--- src/rtl/core/bps_pkg.sv ---
// Package for the buzzer pattern sequencer: queue entry type, queue control
// struct, phase codes and reset constants. No dependencies.
package bps_pkg;

    // Number of patterns the queue holds
    localparam int QUEUE_DEPTH = 4;

    // Reset value of the poll period register
    localparam logic [7:0] POLL_PERIOD_RESET = 8'd20;

    // Sequencer phase codes
    localparam logic [1:0] PH_IDLE  = 2'd0;
    localparam logic [1:0] PH_DELAY = 2'd1;
    localparam logic [1:0] PH_BEEP  = 2'd2;
    localparam logic [1:0] PH_GAP   = 2'd3;

    // One queued beep pattern
    typedef struct packed {
        logic [15:0] freq;
        logic [15:0] length;
        logic [7:0]  repeats;
        logic [15:0] gap;
        logic [31:0] delay;
    } entry_t;

    // Queue control broadcast to every cell
    typedef struct packed {
        logic shift;   // pop: every cell takes its neighbor's entry
        logic push;    // push: first free cell loads the new entry
    } queue_ctrl_t;

endpackage

--- src/rtl/core/bps_cell.sv ---
// One storage cell of the pattern queue shift chain.
// Depends on bps_pkg (entry_t, queue_ctrl_t).
module bps_cell
    import bps_pkg::*;
(
    input  logic        clk,
    input  logic        rst_n,
    input  queue_ctrl_t ctrl,
    input  entry_t      push_entry,
    input  logic        prev_valid,
    input  logic        next_valid,
    input  entry_t      next_entry,
    output logic        valid,
    output entry_t      entry
);

    logic   valid_reg;
    logic   valid_next;
    entry_t entry_reg;
    entry_t entry_next;
    logic   load_push;

    // This cell is the first free one when it is empty and its predecessor is full
    assign load_push = ctrl.push && !valid_reg && prev_valid;

    always_comb
    begin
        valid_next = valid_reg;
        entry_next = entry_reg;
        if (ctrl.shift)
        begin
            valid_next = next_valid;
            entry_next = next_entry;
        end
        else if (load_push)
        begin
            valid_next = 1'b1;
            entry_next = push_entry;
        end
    end

    // Valid flag
    always_ff @(posedge clk or negedge rst_n)
    begin
        if (!rst_n)
        begin
            valid_reg <= 1'b0;
        end
        else
        begin
            valid_reg <= valid_next;
        end
    end

    // Payload, no reset
    always_ff @(posedge clk)
    begin
        entry_reg <= entry_next;
    end

    assign valid = valid_reg;
    assign entry = entry_reg;

endmodule

--- src/rtl/core/bps_seq.sv ---
// Beep sequencer: poll timer, phase machine and current pattern registers.
// Depends on bps_pkg (phase codes, entry_t).
module bps_seq
    import bps_pkg::*;
(
    input  logic        clk,
    input  logic        rst_n,
    input  logic        tick,
    input  logic [7:0]  poll_period,
    input  logic        head_valid,
    input  entry_t      head_entry,
    output logic        pop,
    output logic        tone_start,
    output logic [15:0] tone_freq_out,
    output logic [15:0] tone_len_out,
    output logic        busy_next
);

    logic [1:0]  phase_reg, phase_next;
    logic [31:0] poll_elapsed_reg, poll_elapsed_next;
    logic [31:0] ref_elapsed_reg, ref_elapsed_next;
    logic [7:0]  beeps_done_reg, beeps_done_next;
    logic [15:0] cur_freq_reg, cur_length_reg;
    logic [7:0]  cur_repeats_reg;
    logic [31:0] cur_delay_reg;
    logic [16:0] cur_wait_reg;
    logic [31:0] poll_inc;
    logic [31:0] ref_inc;
    logic [7:0]  beeps_inc;
    logic        evaluate;

    // Elapsed times since last poll and since reference point, after this tick
    assign poll_inc  = poll_elapsed_reg + 32'd1;
    assign ref_inc   = ref_elapsed_reg + 32'd1;
    assign beeps_inc = beeps_done_reg + 8'd1;
    assign evaluate  = tick && (poll_inc >= {24'd0, poll_period});

    // Phase machine
    always_comb
    begin
        phase_next        = phase_reg;
        poll_elapsed_next = poll_elapsed_reg;
        ref_elapsed_next  = ref_elapsed_reg;
        beeps_done_next   = beeps_done_reg;
        pop               = 1'b0;
        tone_start        = 1'b0;
        if (tick)
        begin
            poll_elapsed_next = evaluate ? 32'd0 : poll_inc;
            ref_elapsed_next  = ref_inc;
        end
        if (evaluate)
        begin
            unique case (phase_reg)
                PH_IDLE:
                begin
                    if (head_valid)
                    begin
                        pop             = 1'b1;
                        beeps_done_next = 8'd0;
                        if (head_entry.delay != 32'd0)
                        begin
                            ref_elapsed_next = 32'd0;
                            phase_next       = PH_DELAY;
                        end
                        else
                        begin
                            phase_next = PH_BEEP;
                        end
                    end
                end
                PH_DELAY:
                begin
                    if (ref_inc >= cur_delay_reg)
                    begin
                        phase_next = PH_BEEP;
                    end
                end
                PH_BEEP:
                begin
                    tone_start       = 1'b1;
                    ref_elapsed_next = 32'd0;
                    phase_next       = PH_GAP;
                end
                PH_GAP:
                begin
                    if (ref_inc >= {15'd0, cur_wait_reg})
                    begin
                        beeps_done_next = beeps_inc;
                        phase_next = (beeps_inc >= cur_repeats_reg) ? PH_IDLE : PH_BEEP;
                    end
                end
                default:
                begin
                    phase_next = PH_IDLE;
                end
            endcase
        end
    end

    // Control state
    always_ff @(posedge clk or negedge rst_n)
    begin
        if (!rst_n)
        begin
            phase_reg        <= PH_IDLE;
            poll_elapsed_reg <= 32'd0;
            ref_elapsed_reg  <= 32'd0;
            beeps_done_reg   <= 8'd0;
        end
        else
        begin
            phase_reg        <= phase_next;
            poll_elapsed_reg <= poll_elapsed_next;
            ref_elapsed_reg  <= ref_elapsed_next;
            beeps_done_reg   <= beeps_done_next;
        end
    end

    // Current pattern, loaded on pop; tone plus gap summed here
    always_ff @(posedge clk)
    begin
        if (pop)
        begin
            cur_freq_reg    <= head_entry.freq;
            cur_length_reg  <= head_entry.length;
            cur_repeats_reg <= head_entry.repeats;
            cur_delay_reg   <= head_entry.delay;
            cur_wait_reg    <= {1'b0, head_entry.length} + {1'b0, head_entry.gap};
        end
    end

    assign tone_freq_out = tone_start ? cur_freq_reg : 16'd0;
    assign tone_len_out  = tone_start ? cur_length_reg : 16'd0;
    assign busy_next     = (phase_next != PH_IDLE);

    // Checks
    a_pop_needs_entry: assert property (@(posedge clk) disable iff (!rst_n)
        pop |-> head_valid && phase_reg == PH_IDLE)
        else $error("pop without a queued pattern");

    a_tone_leads_to_gap: assert property (@(posedge clk) disable iff (!rst_n)
        tone_start |=> phase_reg == PH_GAP && ref_elapsed_reg == 32'd0)
        else $error("tone start did not enter gap wait");

    a_no_eval_without_tick: assert property (@(posedge clk) disable iff (!rst_n)
        !tick |=> $stable(phase_reg) && $stable(poll_elapsed_reg))
        else $error("sequencer state moved without a tick");

endmodule

--- src/rtl/core/buzzer_pattern_sequencer_unit.sv ---
// Top level of the buzzer pattern sequencer: request channels, poll period
// register, pattern queue chain and output register.
// Depends on bps_pkg, bps_cell, bps_seq.
//
// Takes one request per clock while the receiver does not stall: a millisecond
// tick or a pattern push. Every request yields exactly one result, held in an
// output register and shown in the cycle after acceptance; a new request is
// taken in the same cycle that the previous result is taken, which sustains
// that rate. Patterns wait in a QUEUE_DEPTH-deep chain of cells that shifts
// toward the head on each pop; a push to a full chain is dropped and reported.
// Timing is kept as elapsed-millisecond counters, one increment per tick.
module buzzer_pattern_sequencer_unit
    import bps_pkg::*;
(
    input  logic        clk,
    input  logic        rst_n,
    // configuration
    input  logic        cfg_wr_en,
    input  logic [7:0]  cfg_wr_data,
    // request channel
    input  logic        in_valid,
    output logic        in_stall,
    input  logic        operation,
    input  logic [15:0] tone_freq,
    input  logic [15:0] tone_ms,
    input  logic [7:0]  beep_count,
    input  logic [15:0] gap_ms,
    input  logic [31:0] start_delay_ms,
    // result channel
    output logic        out_valid,
    input  logic        out_stall,
    output logic        push_accepted,
    output logic        tone_start,
    output logic [15:0] out_freq,
    output logic [15:0] out_length_ms,
    output logic        sequencer_busy
);

    logic [7:0]  poll_period_reg;
    logic        accept;
    logic        tick;
    logic        push_ok;
    logic        pop;
    logic        seq_tone;
    logic [15:0] seq_freq;
    logic [15:0] seq_len;
    logic        seq_busy;
    queue_ctrl_t qctrl;
    entry_t      push_entry;
    logic        cell_valid [QUEUE_DEPTH];
    entry_t      cell_entry [QUEUE_DEPTH];

    logic        out_valid_reg;
    logic        push_accepted_reg;
    logic        tone_start_reg;
    logic [15:0] out_freq_reg;
    logic [15:0] out_length_reg;
    logic        busy_reg;

    // Handshake: the output register frees when empty or being taken
    assign in_stall = out_valid_reg && out_stall;
    assign accept   = in_valid && !in_stall;
    assign tick     = accept && !operation;
    assign push_ok  = accept && operation && !cell_valid[QUEUE_DEPTH-1];

    // Poll period register
    always_ff @(posedge clk or negedge rst_n)
    begin
        if (!rst_n)
        begin
            poll_period_reg <= POLL_PERIOD_RESET;
        end
        else if (cfg_wr_en)
        begin
            poll_period_reg <= cfg_wr_data;
        end
    end

    // Pattern queue chain
    assign push_entry = '{freq: tone_freq, length: tone_ms, repeats: beep_count,
                          gap: gap_ms, delay: start_delay_ms};
    assign qctrl.shift = pop;
    assign qctrl.push  = push_ok;

    for (genvar i = 0; i < QUEUE_DEPTH; i++)
    begin : g_cell
        logic   prev_v;
        logic   next_v;
        entry_t next_e;

        if (i == 0)
        begin : g_first
            assign prev_v = 1'b1;
        end
        else
        begin : g_rest
            assign prev_v = cell_valid[i-1];
        end

        if (i == QUEUE_DEPTH - 1)
        begin : g_last
            assign next_v = 1'b0;
            assign next_e = '0;
        end
        else
        begin : g_mid
            assign next_v = cell_valid[i+1];
            assign next_e = cell_entry[i+1];
        end

        bps_cell u_cell (
            .clk        (clk),
            .rst_n      (rst_n),
            .ctrl       (qctrl),
            .push_entry (push_entry),
            .prev_valid (prev_v),
            .next_valid (next_v),
            .next_entry (next_e),
            .valid      (cell_valid[i]),
            .entry      (cell_entry[i])
        );
    end

    // Sequencer
    bps_seq u_seq (
        .clk           (clk),
        .rst_n         (rst_n),
        .tick          (tick),
        .poll_period   (poll_period_reg),
        .head_valid    (cell_valid[0]),
        .head_entry    (cell_entry[0]),
        .pop           (pop),
        .tone_start    (seq_tone),
        .tone_freq_out (seq_freq),
        .tone_len_out  (seq_len),
        .busy_next     (seq_busy)
    );

    // Output valid
    always_ff @(posedge clk or negedge rst_n)
    begin
        if (!rst_n)
        begin
            out_valid_reg <= 1'b0;
        end
        else if (accept)
        begin
            out_valid_reg <= 1'b1;
        end
        else if (!out_stall)
        begin
            out_valid_reg <= 1'b0;
        end
    end

    // Output payload
    always_ff @(posedge clk)
    begin
        if (accept)
        begin
            push_accepted_reg <= push_ok;
            tone_start_reg    <= seq_tone;
            out_freq_reg      <= seq_freq;
            out_length_reg    <= seq_len;
            busy_reg          <= seq_busy;
        end
    end

    assign out_valid      = out_valid_reg;
    assign push_accepted  = push_accepted_reg;
    assign tone_start     = tone_start_reg;
    assign out_freq       = out_freq_reg;
    assign out_length_ms  = out_length_reg;
    assign sequencer_busy = busy_reg;

    // Checks
    a_no_push_and_pop: assert property (@(posedge clk) disable iff (!rst_n)
        !(push_ok && pop))
        else $error("push and pop in the same cycle");

    a_full_push_dropped: assert property (@(posedge clk) disable iff (!rst_n)
        accept && operation && cell_valid[QUEUE_DEPTH-1] |=> !push_accepted)
        else $error("push to a full queue reported as accepted");

    a_tone_has_pattern: assert property (@(posedge clk) disable iff (!rst_n)
        out_valid && tone_start |-> sequencer_busy)
        else $error("tone start while sequencer idle");

endmodule

--- config.mk ---
export PLATFORM = sky130hd
export DESIGN_NAME = buzzer_pattern_sequencer_unit
export DESIGN_NICKNAME = d
export VERILOG_FILES = /design/src/rtl/core/bps_pkg.sv /design/src/rtl/core/bps_cell.sv /design/src/rtl/core/bps_seq.sv /design/src/rtl/core/buzzer_pattern_sequencer_unit.sv
export SDC_FILE = /design/constraint.sdc
export NUM_CORES = 1
export LEC_CHECK = 0
export BUFFER_PORTS_ARGS = -buffer_cell sky130_fd_sc_hd__clkbuf_2
export CORE_MARGIN = 1
export CORE_UTILIZATION = 35
export DETAILED_ROUTE_END_ITERATION = 10
export GPL_ROUTABILITY_DRIVEN = 0
export SYNTH_ARGS = -nofsm -noshare
export SYNTH_HDL_FRONTEND = slang
export SYNTH_SLANG_ARGS = --single-unit
--- constraint.sdc ---
create_clock -name clk -period 7.6 [get_ports clk]
set_input_delay 1.52 -clock clk [delete_from_list [all_inputs] [get_ports clk]]
set_output_delay 1.52 -clock clk [all_outputs]
set_load 0.02 [all_outputs]
==> run summary, run 1 <==
Worst EP required: 7950 ps
EDFF count, synth: 388
vias in the first global route: 16465
die area: 71200 µm²
max frequency: 180 MHz
worst-margin pin slew: 1200 ps
PwrDens: 264 nW/µm²
DP HPWL: 34.2 mm
crit path kind: register to register
Setup Viol. Count Final: 0
worst setup slack after layout: 2050 ps
proportion of layout cells with a drive suffix above 1: 0.112
final hold viol count: 0
Final Critical Period: 5550 ps
Mapped Cells: 2317
Placed Area: 26200 µm²
Non-Filler Instances: 3414
worst vdd ir: 0.193 mV
fill cell count: 6659
Post-DRT Antenna Nets: 0
setup tns final: 0 ps
asr flop ratio synth: 0.155
YS warnings: 0
Core ar.: 68900 µm²
crit path max fanout: 134
Clock Pin Slew Worst Setup and Hold Paths: 60 ps
Clock Latency Late Sink: 640 ps
Multi-input gate area: 8320 µm²
row count: 96
Synth Cell Area: 24500 µm²
max_cap viols: 0
Hold Worst Slack: 418 ps
P&R area growth vs syn: 14.8%
Vias: 16302
fin crit share: 0.730
Setup Skew: 41.0 ps
DRC: 0
initial core utilization: 0.356
Yosys reg bits: 563
Worst Setup Start Kind: register
prevailing post-synth register cell: edfxtp_1
Area contributors post-synth: edfxtp_1 47%, nand2_1 13%, dfrtp_1 8.7%
H-tree levels: 2
slew margin rel.: 0.197
status: finished clean
WL/cell: 15.6 µm
Mapped Nets: 2503
DR vias/cell: 4.78
root buffer cell: clkbuf_16
Routed WL: 53.1 mm
Data arrival, critical path: 5900 ps
Max Slew Vio Count: 0
RSZ-0062 raised after global routing: false
dominant cell type by area after synthesis: edfxtp_1
Num CTS Buffers: 59
initial antenna violation count: 3
GRT Total Usage: 0.152
max reg flops: 352
first-pass GRT wire length: 86.3 mm
Clock Sinks: 563
CTS tree: done
cts repair resizes: 0
Detailed Routing Iterations Pass 1: 5
HP Class: register to register
post-synth top area share: 0.475
CTS hold repair buffers: 0
Pleak: 11.6 nW
pre-CTS setup slack: 2040 ps
Setup Fix Bufs, Post-CTS: 0
IO Port Bufs: 138
Reg area: 15600 µm²
final instance area: 28200 µm²
largest net degree at the start of global routing: 169
DR iter-0 viols: 927
CP endpoint kind: register
Mean Syn Cell Area: 10.6 µm²
Distinct cells, synth: 68
nets: 2619
remaining global-route overflow: 0
DIE WIDTH: 267 µm
I/O Pins: 139
Die Y: 267 µm
# diodes: 0
post-synthesis sequential area ratio: 0.635
DP Cell Count: 3303
Longest Clk Path Bufs: 3
==> cells in the mapped netlist, types with 20 or more instances <==
library cell	number
a21oi_1	117
o21ai_0	38
nor2_1	72
nor3_1	20
ha_1	83
dfrtp_1	85
edfxtp_1	388
nand4_1	25
clkbuf_1	91
xnor2_1	54
inv_1	88
dfxtp_1	88
and2_1	53
xor2_1	40
nand3_1	38
nand2_1	865
==> cells in the final DEF, fill, tap and decap left out, drive strengths merged, types with 6 or more instances in the layout <==
| master | count |
|---|---|
| a211oi | 7 |
| a21o | 17 |
| a21oi | 117 |
| and2 | 53 |
| and3 | 19 |
| buf | 16 |
| clkbuf | 214 |
| clkinv | 25 |
| clkinvlp | 6 |
| dfrtp | 85 |
| dfxtp | 88 |
| edfxtp | 388 |
| ha | 83 |
| inv | 89 |
| mux2 | 7 |
| mux2i | 6 |
| nand2 | 865 |
| nand2b | 13 |
| nand3 | 39 |
| nand4 | 27 |
| nor2 | 74 |
| nor2b | 6 |
| nor3 | 20 |
| nor4 | 16 |
| o21a | 6 |
| o21ai | 38 |
| xnor2 | 54 |
| xor2 | 40 |
==> critical path, cell delays in order (launching register included) <==
cell and delay [ps]:
dfrtp_1 420, ha_1 300, nand3_1 120, xnor2_1 210
ha_1 280, a21o_1 180, a211oi_1 240, o21a_1 150
o211ai_1 120, a211oi_1 480, nand3_1 570, nand2b_4 660
inv_8 380, a221o_1 470, a21o_1 170, or3b_1 380
==> metal layers <==
| metal | vias up | global-route usage | routed length [µm] |
|---|---|---|---|
| li1 | 8059 | - | - |
| met1 | 7846 | 0.185 | 22600 |
| met2 | 311 | 0.266 | 26400 |
| met3 | 84 | 0.0338 | 2970 |
| met4 | 2 | 0.0450 | 1210 |
| met5 | - | 0 | 13 |
==> worst paths after layout <==
kind / end / slack, ps / start / cells after the start
max: sequencer_busy / 2050 / u_seq.poll_elapsed_reg[0] / 15
min: u_seq.cur_freq_reg[6] / 420 / g_cell[0].u_cell.entry[78] / 0
min reg2reg: u_seq.cur_freq_reg[6] / 420 / g_cell[0].u_cell.entry[78] / 0
max reg2reg: sequencer_busy / 2050 / u_seq.poll_elapsed_reg[0] / 15
max in group asynchronous: u_seq.ref_elapsed_reg[3] / 5620 / rst_n / 2
min in group asynchronous: u_seq.poll_elapsed_reg[12] / 860 / rst_n / 1
==> per-stage QoR <==
stage               utilization  power [mW]
floorplan                     -        4.41
CTS                       0.409        7.53
detailed placement        0.380        4.67
global placement          0.380        4.60
global route              0.409        7.78
finish                    0.409        7.43
==> report_power, final <==
part           total, mW  switching (mW)  internal (mW)
logic              0.770           0.447          0.323
clock network       2.83            1.23           1.60
registers           3.83           0.200           3.63
==> cells by family (layout without fill, tap and decap cells) <==
family / Yosys count / in the layout / share of synthesized area
compound gates: 219 / 219 / 0.0531
flops: 563 / 563 / 0.635
fa+ha+maj: 85 / 85 / 0.0435
simple gates: 1156 / 1156 / 0.200
buf+inv: 187 / 353 / 0.0289
xor+xnor: 94 / 94 / 0.0335
mux: 13 / 13 / 0.00566
==> cell type report <==
type | instances | area share
sequential | 563 | 0.554
timing repair buffer | 153 | 0.0290
multi-input combinational | 1567 | 0.295
clock inverter | 34 | 0.0118
inverter | 89 | 0.0121
clock buffer | 77 | 0.0569
tap | 931 | 0.0414
Power figures use the tool's default switching activity.
==> run 2: changes to the inputs <==
==> constraint.sdc (replaced) <==
create_clock -name clk -period 4.8 [get_ports clk]
set_input_delay 0.96 -clock clk [delete_from_list [all_inputs] [get_ports clk]]
set_output_delay 0.96 -clock clk [all_outputs]
set_load 0.02 [all_outputs]
==> run 2 against run 1 <==
Compared with the run above:
- clock power up 68%
- critical path depth grew 1
- sequential power rose by 58%
- register-to-register slack got worse by 1900 ps
- sequential share of layout area fell by 0.50 points
- cell count rose by 0.35%
- utilization up 0.38 points
- clock skew decreased by 18 ps
- clock-buffer cell count is the same
- worst hold slack worse by 41 ps
- highest routed layer unchanged
==> run summary, run 2 (synthesis gave the netlist of run 1 again) <==
Routed WL: 53.7 mm (+0.97%)
Vias: 16302 (unchanged)
remaining global-route overflow: 0 (unchanged)
Setup Viol. Count Final: 0 (unchanged)
Clock Pin Slew Worst Setup and Hold Paths: 60 ps (about the same)
worst-margin pin slew: 1060 ps (-144 ps)
final hold viol count: 0 (unchanged)
Num CTS Buffers: 59 (unchanged)
worst vdd ir: 0.334 mV (+72%)
status: finished clean
Overall Power: 12.1 mW (+62%)
Pleak: 11.7 nW (+1.1%)
I/O Pins: 139 (unchanged)
Critical Path Start: u_seq.ref_elapsed_reg[8]
CTS hold repair buffers: 0 (unchanged)
DIE WIDTH: 267 µm (unchanged)
Core ar.: 68900 µm² (unchanged)
die area: 71200 µm² (unchanged)
Data arrival, critical path: 5000 ps (-900 ps)
Max Slew Vio Count: 0 (unchanged)
IO Port Bufs: 138 (unchanged)
fill cell count: 6592 (-1.0%)
CP max stage cell: or4_1
first-pass GRT wire length: 86.4 mm (+0.10%)
HP Class: input port to asynchronous set/reset pin
most frequent cells in the layout: 864 x nand2_1, 388 x edfxtp_1, 137 x clkbuf_2, 117 x a21oi_1, 88 x dfxtp_1
Longest Clk Path Bufs: 3 (unchanged)
max frequency: 215 MHz (+20%)
DP HPWL: 35.0 mm (+2.6%)
crit path max fanout: 5 (-96%)
Final Critical Period: 4640 ps (-909 ps)
R2R Setup Slk: 160 ps (-1890 ps)
initial antenna violation count: 1 (-2)
Detailed Routing Iterations Pass 1: 4 (-1)
Clock Sinks: 563 (unchanged)
initial core utilization: 0.356 (unchanged)
P&R area growth vs syn: 15.8%
CTS tree: done
DR iter-0 viols: 941 (+1.5%)
Multi-input gate area: 8350 µm² (+0.38%)
Crit Reg-Reg Endpoint: sequencer_busy
proportion of layout cells with a drive suffix above 1: 0.121 (+0.00868)
Worst Setup Start Kind: register
slew margin rel.: 0.293 (+0.0960)
Post-DRT Antenna Nets: 0 (unchanged)
PwrDens: 424 nW/µm² (+61%)
GRT Total Usage: 0.152 (+0.000693)
cells on worst reg2reg path: 16 (+1)
nets: 2630 (+0.42%)
most common library cell in the layout ignoring fill and taps: nand2_1
crit-path max cell delay: 580 ps (-80 ps)
# diodes: 0 (unchanged)
crit path cell chain: nand4_2, or4_1, or4_4, nor2_2, xor2_1, ha_1, nand3_1, nor3_2, a41oi_1, a21oi_1, o21ai_0, maj3_1, o21ai_1, o211ai_1, a21o_1, or3b_1
H-tree levels: 2 (unchanged)
WL/cell: 15.7 µm (+0.61%)
Die Y: 267 µm (unchanged)
CP endpoint kind: register
root buffer cell: clkbuf_16
FF-to-FF Start: u_seq.ref_elapsed_reg[8]
max_cap viols: 0 (unchanged)
largest net degree at the start of global routing: 204 (+21%)
Setup Skew: 22.9 ps (-18.1 ps)
vias in the first global route: 16302 (-0.99%)
Worst EP required: 5160 ps (-2790 ps)
DR vias/cell: 4.76 (-0.35%)
Clock Latency Late Sink: 620 ps (-20 ps)
crit path kind: register to register
DRC: 0 (unchanged)
Reg area: 15600 µm² (about the same)
row count: 96 (unchanged)
final core utilization: 0.412 (+0.00377)
max reg flops: 352 (unchanged)
fin crit share: 0.967 (+0.237)
==> run 2: changes by cell type in the layout (fill, tap and decap cells not counted), moves of 2 or more <==
| cell | previous run | this run |
|---|---|---|
| clkinv_16 | 3 | 0 |
| dfrtp_2 | 0 | 2 |
| buf_4 | 15 | 24 |
| bufinv_16 | 3 | 8 |
| clkbuf_8 | 6 | 9 |
| clkbuf_1 | 12 | 8 |
| buf_12 | 1 | 3 |
| clkinv_2 | 12 | 10 |
| dfrtp_1 | 85 | 83 |
==> run 2: worst max path at each step <==
stage,endpoint,slack [ps],cells past startpoint
floorplan,g_cell[1].u_cell.entry[0],310,5
global placement,sequencer_busy,190,16
detailed placement,u_seq.beeps_done_reg[5],20,17
CTS,sequencer_busy,50,18
global route,sequencer_busy,-9,16
finish,sequencer_busy,160,16
==> run 2: what timing repair did <==
item | 4_1_cts | 5_1_grt
resized for setup | 1 | 9
setup buffers | 0 | 0
endpoints found under the hold margin | 0 | 0
setup endpoints to repair | 5 | 9
gates cloned | 0 | 0
==> run 2: layout make-up <==
type                            instances  share of cell area
Sequential cell                       563               0.549
Multi-Input combinational cell       1567               0.294
Clock buffer                           77              0.0582
Tap cell                              931              0.0410
Timing Repair Buffer                  164              0.0326
Clock inverter                         35              0.0141
Inverter                               89              0.0120
==> run 2: worst max-delay path, delay by kind of cell, from the launching register on <==
kind / cells / cell delay, ps
and+or+nand+nor: 7 / 2220
AOI/OAI and AO/OA: 6 / 960
DFF: 1 / 450
xor gates and xnor gates: 1 / 90
adders and majority gates: 2 / 670
==> run 2: routing by layer <==
| metal | part of all wire | GRT usage | up-vias | wire [µm] |
|---|---|---|---|---|
| li1 | - | - | 8078 | - |
| met1 | 0.44 | 0.192 | 7813 | 23500 |
| met2 | 0.49 | 0.261 | 318 | 26100 |
| met3 | 0.053 | 0.0331 | 91 | 2850 |
| met4 | 0.023 | 0.0441 | 2 | 1260 |
| met5 | 0.00024 | 0 | - | 13 |
==> run 2: power breakdown <==
| part | total, mW | switching [mW] | internal, mW |
|---|---|---|---|
| clock network | 4.76 | 1.90 | 2.86 |
| registers | 6.06 | 0.320 | 5.74 |
| logic | 1.23 | 0.709 | 0.523 |
| total | 12.1 | 2.93 | 9.12 |
==> run 2: stage by stage <==
step	cell area, µm²	std cells	worst slack [ps]	setup TNS [ps]	hold WS (ps)
after global routing	28400	3426	-8.94	-8.94	423
after detailed placement	26300	3314	21.0	0	405
after global placement	26300	3314	186	0	401
after floorplan	24600	2317	307	0	400
final	28400	3426	159	0	377
after CTS	28400	3426	49.8	0	387
